### config.mk
export PLATFORM = sky130hd
export DESIGN_NAME = mse_cell
export DESIGN_NICKNAME = d
export VERILOG_FILES = /design/src/sv/merge_sort_engine_assert.svh /design/src/sv/mse_cell.sv
export SDC_FILE = /design/constraint.sdc
export NUM_CORES = 1
export LEC_CHECK = 0
export BUFFER_PORTS_ARGS = -buffer_cell sky130_fd_sc_hd__buf_2
export CAP_MARGIN = 10
export CORE_ASPECT_RATIO = 1.4
export CORE_MARGIN = 2
export CORE_UTILIZATION = 50
export DETAILED_ROUTE_END_ITERATION = 10
export GPL_ROUTABILITY_DRIVEN = 0
export GPL_TIMING_DRIVEN = 0
export PLACE_DENSITY = 0.93
export SLEW_MARGIN = 25
export SYNTH_ARGS = -nofsm -noshare
export SYNTH_HDL_FRONTEND = slang
export SYNTH_SLANG_ARGS = --single-unit
### constraint.sdc
create_clock -name clk -period 4.65 [get_ports clk]
set_input_delay 0.465 -clock clk [delete_from_list [all_inputs] [get_ports clk]]
set_output_delay 0.465 -clock clk [all_outputs]
set_load 0.02 [all_outputs]
### src/sv/merge_sort_engine_assert.svh
// assertion macros for the sort engine, included by merge_sort_engine.sv
`ifndef MERGE_SORT_ENGINE_ASSERT_SVH
`define MERGE_SORT_ENGINE_ASSERT_SVH

// same-cycle implication, disabled during reset
`define MSE_ASSERT_IMP(lbl, a, b) \
    lbl: assert property (@(posedge clk) disable iff (!rst_n) (a) |-> (b)) \
        else $error("merge sort engine: assertion failed");

// next-cycle implication, disabled during reset
`define MSE_ASSERT_NXT(lbl, a, b) \
    lbl: assert property (@(posedge clk) disable iff (!rst_n) (a) |=> (b)) \
        else $error("merge sort engine: assertion failed");

`endif

### src/sv/mse_cell.sv
module mse_cell #(
    parameter int KEY_BITS = 32
) (
    input  logic                clk,
    input  logic                rst_n,
    input  logic                shift_en,
    input  logic                ins_valid,
    input  logic [KEY_BITS-1:0] ins_key,
    input  logic                nbr_valid,
    input  logic [KEY_BITS-1:0] nbr_key,
    output logic                held_valid,
    output logic [KEY_BITS-1:0] held_key,
    output logic                pass_valid,
    output logic [KEY_BITS-1:0] pass_key
);
    logic                held_valid_reg, held_valid_next;
    logic [KEY_BITS-1:0] held_key_reg, held_key_next;
    logic                pass_valid_reg, pass_valid_next;
    logic [KEY_BITS-1:0] pass_key_reg, pass_key_next;
    logic                ins_before;

    // strict less-than keeps equal keys in arrival order
    assign ins_before = $signed(ins_key) < $signed(held_key_reg);

    // keep the smaller key, hand the larger one on; shift toward the head when draining
    always_comb
    begin
        held_valid_next = held_valid_reg;
        held_key_next   = held_key_reg;
        pass_valid_next = 1'b0;
        pass_key_next   = pass_key_reg;
        if (shift_en)
        begin
            held_valid_next = nbr_valid;
            held_key_next   = nbr_key;
        end
        else if (ins_valid)
        begin
            if (!held_valid_reg)
            begin
                held_valid_next = 1'b1;
                held_key_next   = ins_key;
            end
            else if (ins_before)
            begin
                held_key_next   = ins_key;
                pass_valid_next = 1'b1;
                pass_key_next   = held_key_reg;
            end
            else
            begin
                pass_valid_next = 1'b1;
                pass_key_next   = ins_key;
            end
        end
    end

    // occupancy flags
    always_ff @(posedge clk or negedge rst_n)
    begin
        if (!rst_n)
        begin
            held_valid_reg <= 1'b0;
            pass_valid_reg <= 1'b0;
        end
        else
        begin
            held_valid_reg <= held_valid_next;
            pass_valid_reg <= pass_valid_next;
        end
    end

    // keys
    always_ff @(posedge clk)
    begin
        held_key_reg <= held_key_next;
        pass_key_reg <= pass_key_next;
    end

    assign held_valid = held_valid_reg;
    assign held_key   = held_key_reg;
    assign pass_valid = pass_valid_reg;
    assign pass_key   = pass_key_reg;

endmodule

Word level (Yosys, flattened, before mapping)
Cells that the tools add are included.

cells by class
  muxes and demuxes = 10
  bitwise operators = 1
  magnitude comparators = 1
  reduce and logical (&&, ||, !) cells = 3
  equal/unequal tests = 1

operators with widths
  cell                                                                     count
  32-bit 2-to-1 mux                                                        5
  32-bit less-than comparator                                              1
  1-bit 2-to-1 mux                                                         5
  3-bit by 2-bit inequality test with 1-bit output, second input constant  1
  3-bit AND reduction                                                      1
  2-bit AND reduction                                                      1
  2-bit nonzero test                                                       1
  1-bit NOT                                                                1

word-level totals
  bits of input ports = 69
  bits in registers = 66

Longest topological paths before layout
Gate-level depths: netlist (run 1).

  depth in word-level cells = 5
  mapped depth = 9

Least setup slack after synthesis (run 1)
No wires, ideal clock.

  path kind = flip-flop to flip-flop
  start = reg held_key_reg[25] (netlist: held_key[25])
  end = reg held_key_reg[0] (netlist: held_key[0]) (enable)
  library setup time = 391 ps
  arrival = 3183 ps
  setup slack = 1076 ps
  cell stages (with the launch flop) = 10
  path through = edfxtp_1 inv_1 ha_1 a21o_1 a221o_1 a221o_1 o2bb2ai_1 a211oi_4 buf_6 o22a_1

on the way
  cells in the longest elaborated chain, start to end = 3

RTL lines
  element                                                     RTL line        source
  start, declared                                             mse_cell.sv:17  logic [KEY_BITS-1:0] held_key_reg, held_key_next;
  start signal, assigned                                      mse_cell.sv:76  held_key_reg <= held_key_next;
  32-bit less-than comparator                                 mse_cell.sv:23  assign ins_before = $signed(ins_key) < $signed(held_key_reg);
  3-bit by 2-bit inequality test with 1-bit output (no line)  n/a
  2-bit AND reduction (no line)                               n/a

Every way passes these cells.
A chain may end at the register's enable or synchronous reset.

Final worst setup path (run 1)
  start = reg held_key_reg[25] (netlist: held_key[25])
  end = reg held_key_reg[17] (netlist: held_key[17]) (enable)

Same word-level chain as after synthesis.

==> impl_results.md, run 1 <==
- Crit path required time: 4.71 ns
- Die height: 106 um
- Ranking of synthesized cells by area: edfxtp_1 52%, mux2_4 12%, mux2_2 11%
- Top FF cell, synth: edfxtp_1
- FP Rows: 37
- Grt met3 use: 0.0514
- Crit-path cells: inv_1 > ha_1 > a21o_1 > a221o_1 > a221o_1 > o2bb2ai_1 > a211oi_4 > buf_6 > o22a_2 > buf_16
- Top-count cell post-synth: edfxtp_1
- Peak supply drop: 0.173 mV
- Most frequent cells after synthesis: 64 x edfxtp_1, 35 x mux2_2, 32 x inv_1, 31 x ha_1, 29 x mux2_4
- Total track usage: 0.211
- Util after Layout: 0.650
- Syn avg cell area: approximately 14 sq um
- Vias in the first global route: around 2700
- Largest area contributor in the netlist: edfxtp_1
- Fmax: 288 MHz
- Vias per cell: 5.11
- CP arrival: between 3 and 4 ns
- Power density over cell area: 359 nW/um^2
- Final ANT Viol Nets: 0
- DPL Wire Length: 6.36 mm
- Final wirelength: 8.14 mm
- WP buf/inv: 3
- Cell family with most CP delay: compound AO/OA/AOI/OAI gates
- Worst Tran Pin Value: 0.810 ns
- Vias: approximately 2600
- CP max stage delay: approximately 0.48 ns
- CTS sink count: 66
- Htree depth: 3
- Fin Setup TNS: 0 ns
- Clock root buffer: clkbuf_8
- Fin crit share: 0.746
- RSZ-0062 raised after global routing: false
- Hold Path Class: input pin to flop
- Initial antenna violation count: 0
- Die Wd: 76.6 um
- Placed inst area: approximately 4500 sq um
- Synthesized area: 3690 sq um
- Synthesis Warnings: 0
- First-pass GRT wire length: 12.9 mm
- Kind of start point of the critical path: flop
- Gr busiest metal: met2
- # setup viols final: 0
- Post-cts hold buffer count: 1
- Largest net degree at the start of global routing: 18
- # diodes: 0
- Flops & latches, synth: 66
- Count of cell types in the netlist: 29
- Layout area overhead: 27.9%
- Clock slew at reported path FFs: 0.06 ns
- CP max FO: 17
- Worst path slowest cell: o22a_2
- Max-slew violation count: 0
- Fin crit period: 3.47 ns
- Design Area, Final: 4720 sq um
- Pleak: 2.21 nW
- Status: complete, no violations
- Fin. Hold Viols: 0
- Iter 0 DRT Violations: between 50 and 60
- DRT Pass-1 Iters: 4
- Met1 Usage GRT: 0.218
- Post_cts resized: 0
- Die Area: 8100 sq um
- Max_cap viols: 0
- Post-synthesis sequential area ratio: 0.534
- Core Area: 7270 sq um
- Port Buffer Count: 133
- TritonCTS Buffers: 9
- Async S/R FF share, synth: 0.0303
- Post-synth EDFFs: 64
- Layout Nets: between 500 and 600
- Residual DRC count: 0
- M2 GR Usage: 0.386
- Worst skew pair latency: around 0.35 ns
- Layout cell share with drive strength beyond 1: 0.534
- CP dominant cell by count: a221o_1
- Post-synthesis cell count: 258
- Crit. End Element: flop
- Post-synth top area share: 0.521
- Worst relative slew slack: 0.453
- Setup bufs post-CTS: 0
- Starting Density: 0.508
- WS Path Type: flop to flop
- CTS tree: done
- Mapped Nets: 358
- CTS Buffer Depth: 2
- DP Worst Slack: 0.981 ns
- PnR worst setup slack: 1.18 ns
- Final Skew: roughly 0.0095 ns
- Grt ovf: 0
- WL/cell: 16.1 um
- Ports: 135
[tightest hold or removal path: stages]
cell	delay (ns)
buf_2	0.08
nand2_1	0.04
o21ai_0	0.08
[layout make-up]
class | count | area (sq um)
fill | 559 | 2540
sequential | 66 | 1970
multi-input combinational | 153 | 1560
timing repair buffer | 136 | 731
clock buffer | 16 | 170
tap | 97 | 121
inverter | 32 | 120
buffer | 7 | 48.8
[layout by cell type, fill, tap and decap left out]
cell type / synthesis / layout
buf_16: 0 / 2
nor2_4: 0 / 1
a221o_1: 2 / 2
nor2b_1: 1 / 1
nand2b_1: 1 / 1
buf_6: 3 / 3
a21o_1: 1 / 1
buf_1: 1 / 1
mux2_2: 35 / 35
nor2_1: 10 / 9
dlygate4sd3_1: 0 / 1
clkbuf_1: 3 / 8
a41oi_1: 1 / 1
clkbuf_8: 0 / 11
o41ai_1: 1 / 1
nand4_1: 2 / 2
nand2_1: 11 / 11
a211oi_1: 2 / 2
and4_2: 2 / 2
buf_2: 0 / 133
nand3_1: 2 / 2
ha_1: 31 / 31
mux2_4: 29 / 29
inv_1: 32 / 32
o2bb2ai_1: 1 / 1
o21ai_0: 5 / 5
a21oi_1: 11 / 11
a211oi_4: 1 / 1
o21ai_1: 1 / 1
a221oi_1: 1 / 1
o22a_2: 0 / 1
dfrtp_1: 2 / 2
and2_4: 1 / 1
edfxtp_1: 64 / 64
[path summary, 6_finish.rpt]
kind / start / to / slack, ns / cells after the start
setup / recovery: held_key[25] / held_key[17] / 1.18 / 10
hold / removal: nbr_valid / held_valid / 0.36 / 3
setup reg to reg: held_key[25] / held_key[17] / 1.18 / 10
hold reg to reg: held_key[30] / pass_key[30] / 0.61 / 1
max in group asynchronous: rst_n / pass_valid / 4.12 / 2
min in group asynchronous: rst_n / held_valid / 0.43 / 2
[cells by family (layout without fill, tap and decap cells)]
kind of cell,after synthesis,count (layout),synth area share
multiplexers,64,64,0.225
buffers and inverters,39,191,0.0457
AO/OA/AOI/OAI,28,28,0.0518
flip-flops,66,66,0.534
adder cells (fa/ha/maj),31,31,0.105
AND/OR/NAND/NOR,30,30,0.0386
[metrics by stage]
stage	hold slack (ns)	std cells	total power, W
global placement	0.261	488	0.00125
global route	0.373	507	0.00177
finish	0.359	507	0.00169
CTS	0.335	507	0.00171
detailed placement	0.257	490	0.00128
floorplan	0.169	258	0.00112
[where the power goes]
group	leakage [nW]	switching [W]	internal, W
Clock	0.0850	0.000205	0.000224
Combinational	1.48	0.000256	0.000248
Sequential	0.641	0.0000293	0.000733
[per-layer routing]
layer	wire, um	part of all wire
met4	300	0.037
met3	413	0.051
met5	0	0
met1	2990	0.37
met2	4440	0.55
Power figures use the tool's default switching activity.
==> run 2, diff against run 1 <==
--- a/config.mk
+++ b/config.mk
@@ -5,15 +5,16 @@
 export SDC_FILE = /design/constraint.sdc
 export NUM_CORES = 1
 export LEC_CHECK = 0
+export ABC_AREA = 1
 export BUFFER_PORTS_ARGS = -buffer_cell sky130_fd_sc_hd__buf_2
 export CAP_MARGIN = 10
 export CORE_ASPECT_RATIO = 1.4
 export CORE_MARGIN = 2
-export CORE_UTILIZATION = 50
+export CORE_UTILIZATION = 45
 export DETAILED_ROUTE_END_ITERATION = 10
 export GPL_ROUTABILITY_DRIVEN = 0
 export GPL_TIMING_DRIVEN = 0
-export PLACE_DENSITY = 0.93
+export PLACE_DENSITY = 0.88
 export SLEW_MARGIN = 25
 export SYNTH_ARGS = -nofsm -noshare
 export SYNTH_HDL_FRONTEND = slang
==> constraint.sdc (replaced) <==
create_clock -name clk -period 3.1 [get_ports clk]
set_input_delay 0.31 -clock clk [delete_from_list [all_inputs] [get_ports clk]]
set_output_delay 0.31 -clock clk [all_outputs]
set_load 0.02 [all_outputs]
==> run 2 against run 1 <==
  * Total power up 77%
  * Maximum frequency up 31%
  * Sequential power up 56%
  * Critical endpoint is now held_key[19]
  * Synthesized cell count up 64%
  * Largest power group unchanged
  * Clock power up 130%
  * Highest routed layer unchanged
  * First-iteration DRC count rose to 2.9 times the previous value
  * Hold slack worse by 0.11 ns
==> impl_results.md, run 2 <==
- Combinational group share of total power: 0.278 (-0.019)
- Peak supply drop: 0.355 mV (+110%)
- Fin crit share: 0.853 (+0.108)
- Die height: 112 um (+6.1%)
- CP dominant cell by count: nand2_1
- Pleak: 2.56 nW (+16%)
- First-pass GRT wire length: 14.8 mm (+14%)
- Vias: 3279 (+27%)
- Setup bufs post-CTS: 0 (unchanged)
- WP buf/inv: 2 (-1)
- P_sw: 0.000946 W (+93%)
- # fillers: 713 (+28%)
- Ports: 135 (unchanged)
- Total track usage: 0.215 (+0.00399)
- Starting Density: 0.461 (-0.0471)
- Vias in the first global route: 3337 (+22%)
- Grt ovf: 0 (unchanged)
- Cell family with most CP delay: simple AND/OR/NAND/NOR gates
- Syn avg cell area: 8.88 sq um (-38%)
- Final Skew: 0.00482 ns (-0.00466 ns)
- Layout Nets: 670 (+33%)
- Largest area contributor in the netlist: edfxtp_1
- Final ANT Viol Nets: 0 (unchanged)
- Crit. End Element: flop
- RSZ-0062 raised after global routing: false
- Met2 wire len: 4.96 mm (+12%)
- Crit-path cells: inv_1 > ha_1 > a21oi_1 > nor2_1 > nor3_1 > nand2_1 > nand2_1 > nand2_1 > nand2_2 > nand3_1 > nand3_1 > nand2_1 > inv_2
- Largest net degree at the start of global routing: 33 (+15)
- Synthesis Warnings: 0 (unchanged)
- Final wirelength: 9.29 mm (+14%)
- Fin crit period: 2.64 ns (-0.822 ns)
- Post-synth EDFFs: 64 (unchanged)
- WL/cell: 13.7 um (-15%)
- Status: complete, no violations
- Count of cell types in the netlist: 19 (-34%)
- Max-slew violation count: 0 (unchanged)
- Async S/R FF share, synth: 0.0303 (unchanged)
- Register-to-Register Path Depth: 13 (+3)
- # diodes: 0 (unchanged)
- Worst Tran Pin Value: 0.769 ns (-0.0408 ns)
- Flops & latches, synth: 66 (unchanged)
- Fin cells: 677 (+34%)
- Top-count cell post-synth: nand2_1
- Post-synthesis sequential area ratio: 0.525 (-0.00907)
- Placed insts: 660 (+35%)
- Fmax: 378 MHz (+31%)
- Power density over cell area: 614 nW/um^2 (+71%)
- CTS Buffer Depth: 2 (unchanged)
- Layout cell share with drive strength beyond 1: 0.318 (-0.216)
- Ranking of synthesized cells by area: edfxtp_1 51%, nand2_1 20%, ha_1 10%
- CP arrival: 2.60 ns (-0.92 ns)
- Core Area: 8150 sq um (+12%)
- Post-synth top area share: 0.512 (-0.00884)
- Hold Path Class: input pin to flop
- Initial antenna violation count: 0 (unchanged)
- Port Buffer Count: 134 (+0.75%)
- Top FF cell, synth: edfxtp_1
- Clock share of power: 0.326 (+0.073)
- WHS Endpoint: held_key[22]
- Post-cts hold buffer count: 1 (unchanged)
- CP max FO: 32 (+15)
- Design Area, Final: 4880 sq um (+3.3%)
- Worst skew pair latency: 0.33 ns (-0.02 ns)
- Most frequent cells in the layout: 196 x nand2_1, 134 x buf_2, 64 x edfxtp_1
- Synthesized area: 3760 sq um (+1.7%)
- Mapped Nets: 523 (+46%)
- Reg-to-reg slack, setup: 0.46 ns (-0.73 ns)
- Most common cell after layout, fill and taps aside: nand2_1
- Post-synthesis cell count: 423 (+64%)
- Int Pwr: 0.00205 W (+70%)
- Crit path required time: 3.06 ns (-1.65 ns)
- Worst relative slew slack: 0.487 (+0.0335)
- Vias per cell: 4.84 (-5.2%)
- Worst path slowest cell: inv_2
- WS Path Type: flop to flop
- Power share of the sequential group: 0.396 (-0.054)
- Max_cap viols: 0 (unchanged)
- Top Layer Used: met4
- DPL Wire Length: 7.04 mm (+11%)
- Post_cts resized: 0 (unchanged)
- Hold Path Origin: nbr_key[22]
- DRT Pass-1 Iters: 4 (unchanged)
- Fin. Hold Viols: 0 (unchanged)
- Switch share: 0.316 (+0.0268)
- # setup viols final: 0 (unchanged)
- Most frequent cells after synthesis: 196 x nand2_1, 64 x edfxtp_1, 45 x inv_1, 31 x ha_1, 24 x nand2_2
- CTS sink count: 66 (unchanged)
- Layout area overhead: 29.9%
- Wl on met1: 3.62 mm (+21%)
- FP Rows: 39 (+5.4%)
- Kind of start point of the critical path: flop
- Iter 0 DRT Violations: 167 (+190%)
- CTS tree: done
- Residual DRC count: 0 (unchanged)
- Placed inst area: 4590 sq um (+1.0%)
- Die Wd: 81.2 um (+6.0%)
- Reg-to-Reg End: held_key[19]
- Clock slew at reported path FFs: 0.05 ns (about the same)
- Hold path depth: 3 (unchanged)
- CP max stage delay: 0.56 ns (+0.08 ns)
- Multi-input gate area: 1530 sq um (-2.2%)
- FF+latch area: 1970 sq um (unchanged)
- Clock root buffer: clkbuf_16
- Die Area: 9100 sq um (+12%)
- Met3 WL: 544 um (+32%)
- R2r startpoint: held_key[5]
- TritonCTS Buffers: 9 (unchanged)
- Htree depth: 3 (unchanged)
==> run 2: worst max path at each step <==
stage | start | cells after the start | slack (ns) | end
6_report | held_key[5] | 13 | 0.46 | held_key[19]
3_5_place_dp | held_key[5] | 13 | 0.40 | held_key[5]
4_1_cts | held_key[5] | 13 | 0.38 | held_key[8]
2_1_floorplan | held_key[5] | 13 | 0.45 | held_key[0]
5_1_grt | held_key[5] | 13 | 0.17 | held_key[8]
3_3_place_gp | shift_en | 3 | -0.13 | pass_key[7]
==> run 2: metal layers <==
| layer | track usage | vias up |
|---|---|---|
| met2 | 0.384 | 121 |
| met1 | 0.239 | 1496 |
| li1 | - | 1642 |
| met3 | 0.0506 | 20 |
| met5 | 0 | - |
| met4 | 0.0870 | 0 |
==> run 2: area by class of cell <==
class | instances | area share
Buffer | 13 | 0.0200
Clock buffer | 12 | 0.0485
Clock inverter | 4 | 0.00872
Inverter | 45 | 0.0346
Multi-Input combinational cell | 299 | 0.313
Sequential cell | 66 | 0.404
Tap cell | 102 | 0.0262
Timing Repair Buffer | 136 | 0.145
==> run 2: metrics by stage <==
step	hold WS, ns	util	power (W)	setup TNS [ns]	setup WS [ns]
after floorplan	0.0144	-	0.00176	0	0.450
after global placement	0.0950	0.559	0.00200	-4.27	-0.134
after detailed placement	0.0992	0.563	0.00204	0	0.402
after CTS	0.240	0.599	0.00302	0	0.383
after global routing	0.258	0.599	0.00316	0	0.174
final	0.248	0.599	0.00300	0	0.455
==> run 2: logic make-up after synthesis <==
logic type	Yosys count	synth area share
AO/OA/AOI/OAI	22	0.0303
adder cells (fa/ha/maj)	31	0.103
buffers and inverters	58	0.0710
flip-flops	66	0.525
AND/OR/NAND/NOR	246	0.270
==> run 2: power by group through the flow <==
stage	combinational, W	sequential, W	clock [W]
after floorplan	0.000447	0.00131	0
after global placement	0.000796	0.00120	0
after detailed placement	0.000841	0.00120	0
final	0.000834	0.00119	0.000976
after CTS	0.000845	0.00119	0.000989
after global routing	0.000937	0.00120	0.00102
==> run 2: worst min-delay path, delay by kind of cell <==
family	cells	cell delay [ns]
AND/OR/NAND/NOR	2	0.09
buffers and inverters	1	0.07
==> run 3, diff against run 2 <==
--- a/config.mk
+++ b/config.mk
@@ -7,14 +7,14 @@
 export LEC_CHECK = 0
 export ABC_AREA = 1
 export BUFFER_PORTS_ARGS = -buffer_cell sky130_fd_sc_hd__buf_2
-export CAP_MARGIN = 10
+export CAP_MARGIN = 0
 export CORE_ASPECT_RATIO = 1.4
 export CORE_MARGIN = 2
 export CORE_UTILIZATION = 45
 export DETAILED_ROUTE_END_ITERATION = 10
 export GPL_ROUTABILITY_DRIVEN = 0
 export GPL_TIMING_DRIVEN = 0
-export PLACE_DENSITY = 0.88
+export PLACE_DENSITY_LB_ADDON = 0.08
 export SLEW_MARGIN = 25
 export SYNTH_ARGS = -nofsm -noshare
 export SYNTH_HDL_FRONTEND = slang
==> run 3 against run 2 <==
  * Hold slack got worse by 0.012 ns
  * Count of clock-buffer cells in the layout stayed put
  * Die area did not move
  * Total power is essentially flat
  * Final area rose by 0.41%
  * Largest power group unchanged
==> impl_results.md, run 3 (synthesis gave the netlist of run 2 again) <==
- Worst skew pair latency: 0.34 ns (about the same)
- Htree depth: 3 (unchanged)
- Status: complete, no violations
- DPL Wire Length: 6.77 mm (-3.9%)
- # setup viols final: 0 (unchanged)
- Initial antenna violation count: 0 (unchanged)
- FP Rows: 39 (unchanged)
- Residual DRC count: 0 (unchanged)
- Post_cts resized: 0 (unchanged)
- Switch share: 0.315 (-0.00121)
- Critical path startpoint: held_key[5]
- Fin crit period: 2.46 ns (-0.186 ns)
- Clock root buffer: clkbuf_16
- Pleak: 2.57 nW (+0.38%)
- Setup bufs post-CTS: 0 (unchanged)
- Power density over cell area: 612 nW/um^2 (-0.36%)
- Grt ovf: 0 (unchanged)
- CP max FO: 23 (-28%)
- Most frequent cells in the layout: 196 x nand2_1, 134 x buf_2, 64 x edfxtp_1
- Multi-input gate area: 1530 sq um (unchanged)
- DP Worst Slack: 0.608 ns (+0.206 ns)
- Kind of start point of the critical path: flop
- Max-slew violation count: 0 (unchanged)
- Die Area: 9100 sq um (unchanged)
- Layout cell share with drive strength beyond 1: 0.319 (+0.00118)
- Clock share of power: 0.326 (about the same)
- TritonCTS Buffers: 9 (unchanged)
- WS Path Type: flop to flop
- Worst relative slew slack: 0.601 (+0.114)
- Critical path destination: held_key[12]
- Layout area overhead: 30.4%
- Fin cells: 678 (+0.15%)
- Die Wd: 81.2 um (unchanged)
- Vias in the first global route: 3107 (-6.9%)
- Layout Nets: 671 (+0.15%)
- Int Pwr: 0.00205 W (+0.23%)
- Fin crit share: 0.793 (-0.0602)
- Fin Hold WS: 0.236 ns (-0.0122 ns)
- Combinational group share of total power: 0.279 (about the same)
- Power share of the sequential group: 0.394 (-0.002)
- Max_cap viols: 0 (unchanged)
- PnR worst setup slack: 0.642 ns (+0.186 ns)
- R2r startpoint: held_key[5]
- Fin Setup TNS: 0 ns (unchanged)
- Iter 0 DRT Violations: 126 (-25%)
- Total track usage: 0.212 (-0.00314)
- Crit path required time: 3.13 ns (+0.07 ns)
- # diodes: 0 (unchanged)
- Vias per cell: 4.75 (-1.9%)
- Hold Path Class: input pin to flop
- Core Area: 8150 sq um (unchanged)
- Vias: 3221 (-1.8%)
- Reg-to-reg slack, setup: 0.64 ns (+0.19 ns)
- Placed inst area: 4610 sq um (+0.44%)
- FF+latch area: 1970 sq um (unchanged)
- Final Skew: 0.00769 ns (+0.00288 ns)
- Worst Tran Pin Value: 0.598 ns (-0.171 ns)
- First-pass GRT wire length: 14.3 mm (-3.2%)
- CP arrival: 2.49 ns (-0.11 ns)
- DRT Pass-1 Iters: 4 (unchanged)
- CTS Buffer Depth: 2 (unchanged)
- Largest net degree at the start of global routing: 24 (-27%)
- CTS sink count: 66 (unchanged)
- P_sw: 0.000943 W (-0.33%)
- Register-to-Register Path Depth: 14 (+1)
- Peak supply drop: 0.356 mV (+0.16%)
- Placed insts: 661 (+0.15%)
- CTS tree: done
- # fillers: 756 (+6.0%)
- Design Area, Final: 4900 sq um (+0.41%)
- Fin. Hold Viols: 0 (unchanged)
- Ports: 135 (unchanged)
- Crit. End Element: flop
- Clock slew at reported path FFs: 0.05 ns (about the same)
- Reg-to-Reg End: held_key[12]
- Die height: 112 um (unchanged)
- Most common cell after layout, fill and taps aside: nand2_1
- Fmax: 407 MHz (+7.6%)
- Starting Density: 0.461 (unchanged)
- WL/cell: 13.4 um (-2.4%)
- Port Buffer Count: 134 (unchanged)
- RSZ-0062 raised after global routing: false
- Final wirelength: 9.08 mm (-2.2%)
- Final ANT Viol Nets: 0 (unchanged)
## run 3: cell count changes in the layout (fill, tap and decap cells not counted), sizes merged
cell  change
buf       +1
## run 3: worst min path at each step
stage                         start  depth (start not counted)         end
final                     nbr_valid                          3  held_valid
after global routing      nbr_valid                          3  held_valid
after CTS                 nbr_valid                          3  held_valid
after detailed placement      rst_n                          1  pass_valid
after global placement        rst_n                          1  pass_valid
after floorplan               rst_n                          0  held_valid
## run 3: area by class of cell
class / count / share of cell area
Buffer: 13 / 0.0199
Tap cell: 102 / 0.0261
Inverter: 45 / 0.0345
Timing Repair Buffer: 137 / 0.149
Clock inverter: 4 / 0.00868
Clock buffer: 12 / 0.0483
Multi-Input combinational cell: 299 / 0.311
Sequential cell: 66 / 0.403
## run 3: worst max-delay path: stages, from the launching register on
cell and delay (ns):
edfxtp_1 0.42, inv_1 0.09, ha_1 0.23, a21oi_1 0.15, nor2_1 0.06, nor3_1 0.13, nand2_1 0.09, nand2_1 0.06
nand2_1 0.07, nand2_2 0.08, nand3_1 0.13, nand3_1 0.12, nand2_1 0.06, inv_2 0.22, buf_12 0.23
## run 3: routing by layer
metal / part of all wire / GRT usage / vias up / wire, um
li1: - / - / 1646 / -
met1: 0.39 / 0.231 / 1447 / 3540
met2: 0.52 / 0.375 / 114 / 4750
met3: 0.068 / 0.0555 / 14 / 613
met4: 0.020 / 0.0949 / 0 / 184
met5: 0 / 0 / - / 0
## run 3: timing repair
item                                    in CTS  in global routing
endpoints found under the setup margin       0                  0
endpoints found under the hold margin        2                  0
hold buffers                                 1                  0
## run 3: metrics by stage
stage / util / power [W]
after floorplan: - / 0.00176
after global placement: 0.559 / 0.00201
after detailed placement: 0.566 / 0.00204
after CTS: 0.601 / 0.00303
after global routing: 0.601 / 0.00316
final: 0.601 / 0.00300
## run 3: power by group through the flow
stage	clock, W	combinational (W)	sequential [W]
after floorplan	0	0.000447	0.00131
after global placement	0	0.000814	0.00120
after detailed placement	0	0.000845	0.00120
after CTS	0.000996	0.000850	0.00118
after global routing	0.00104	0.000935	0.00119
final	0.000978	0.000837	0.00118
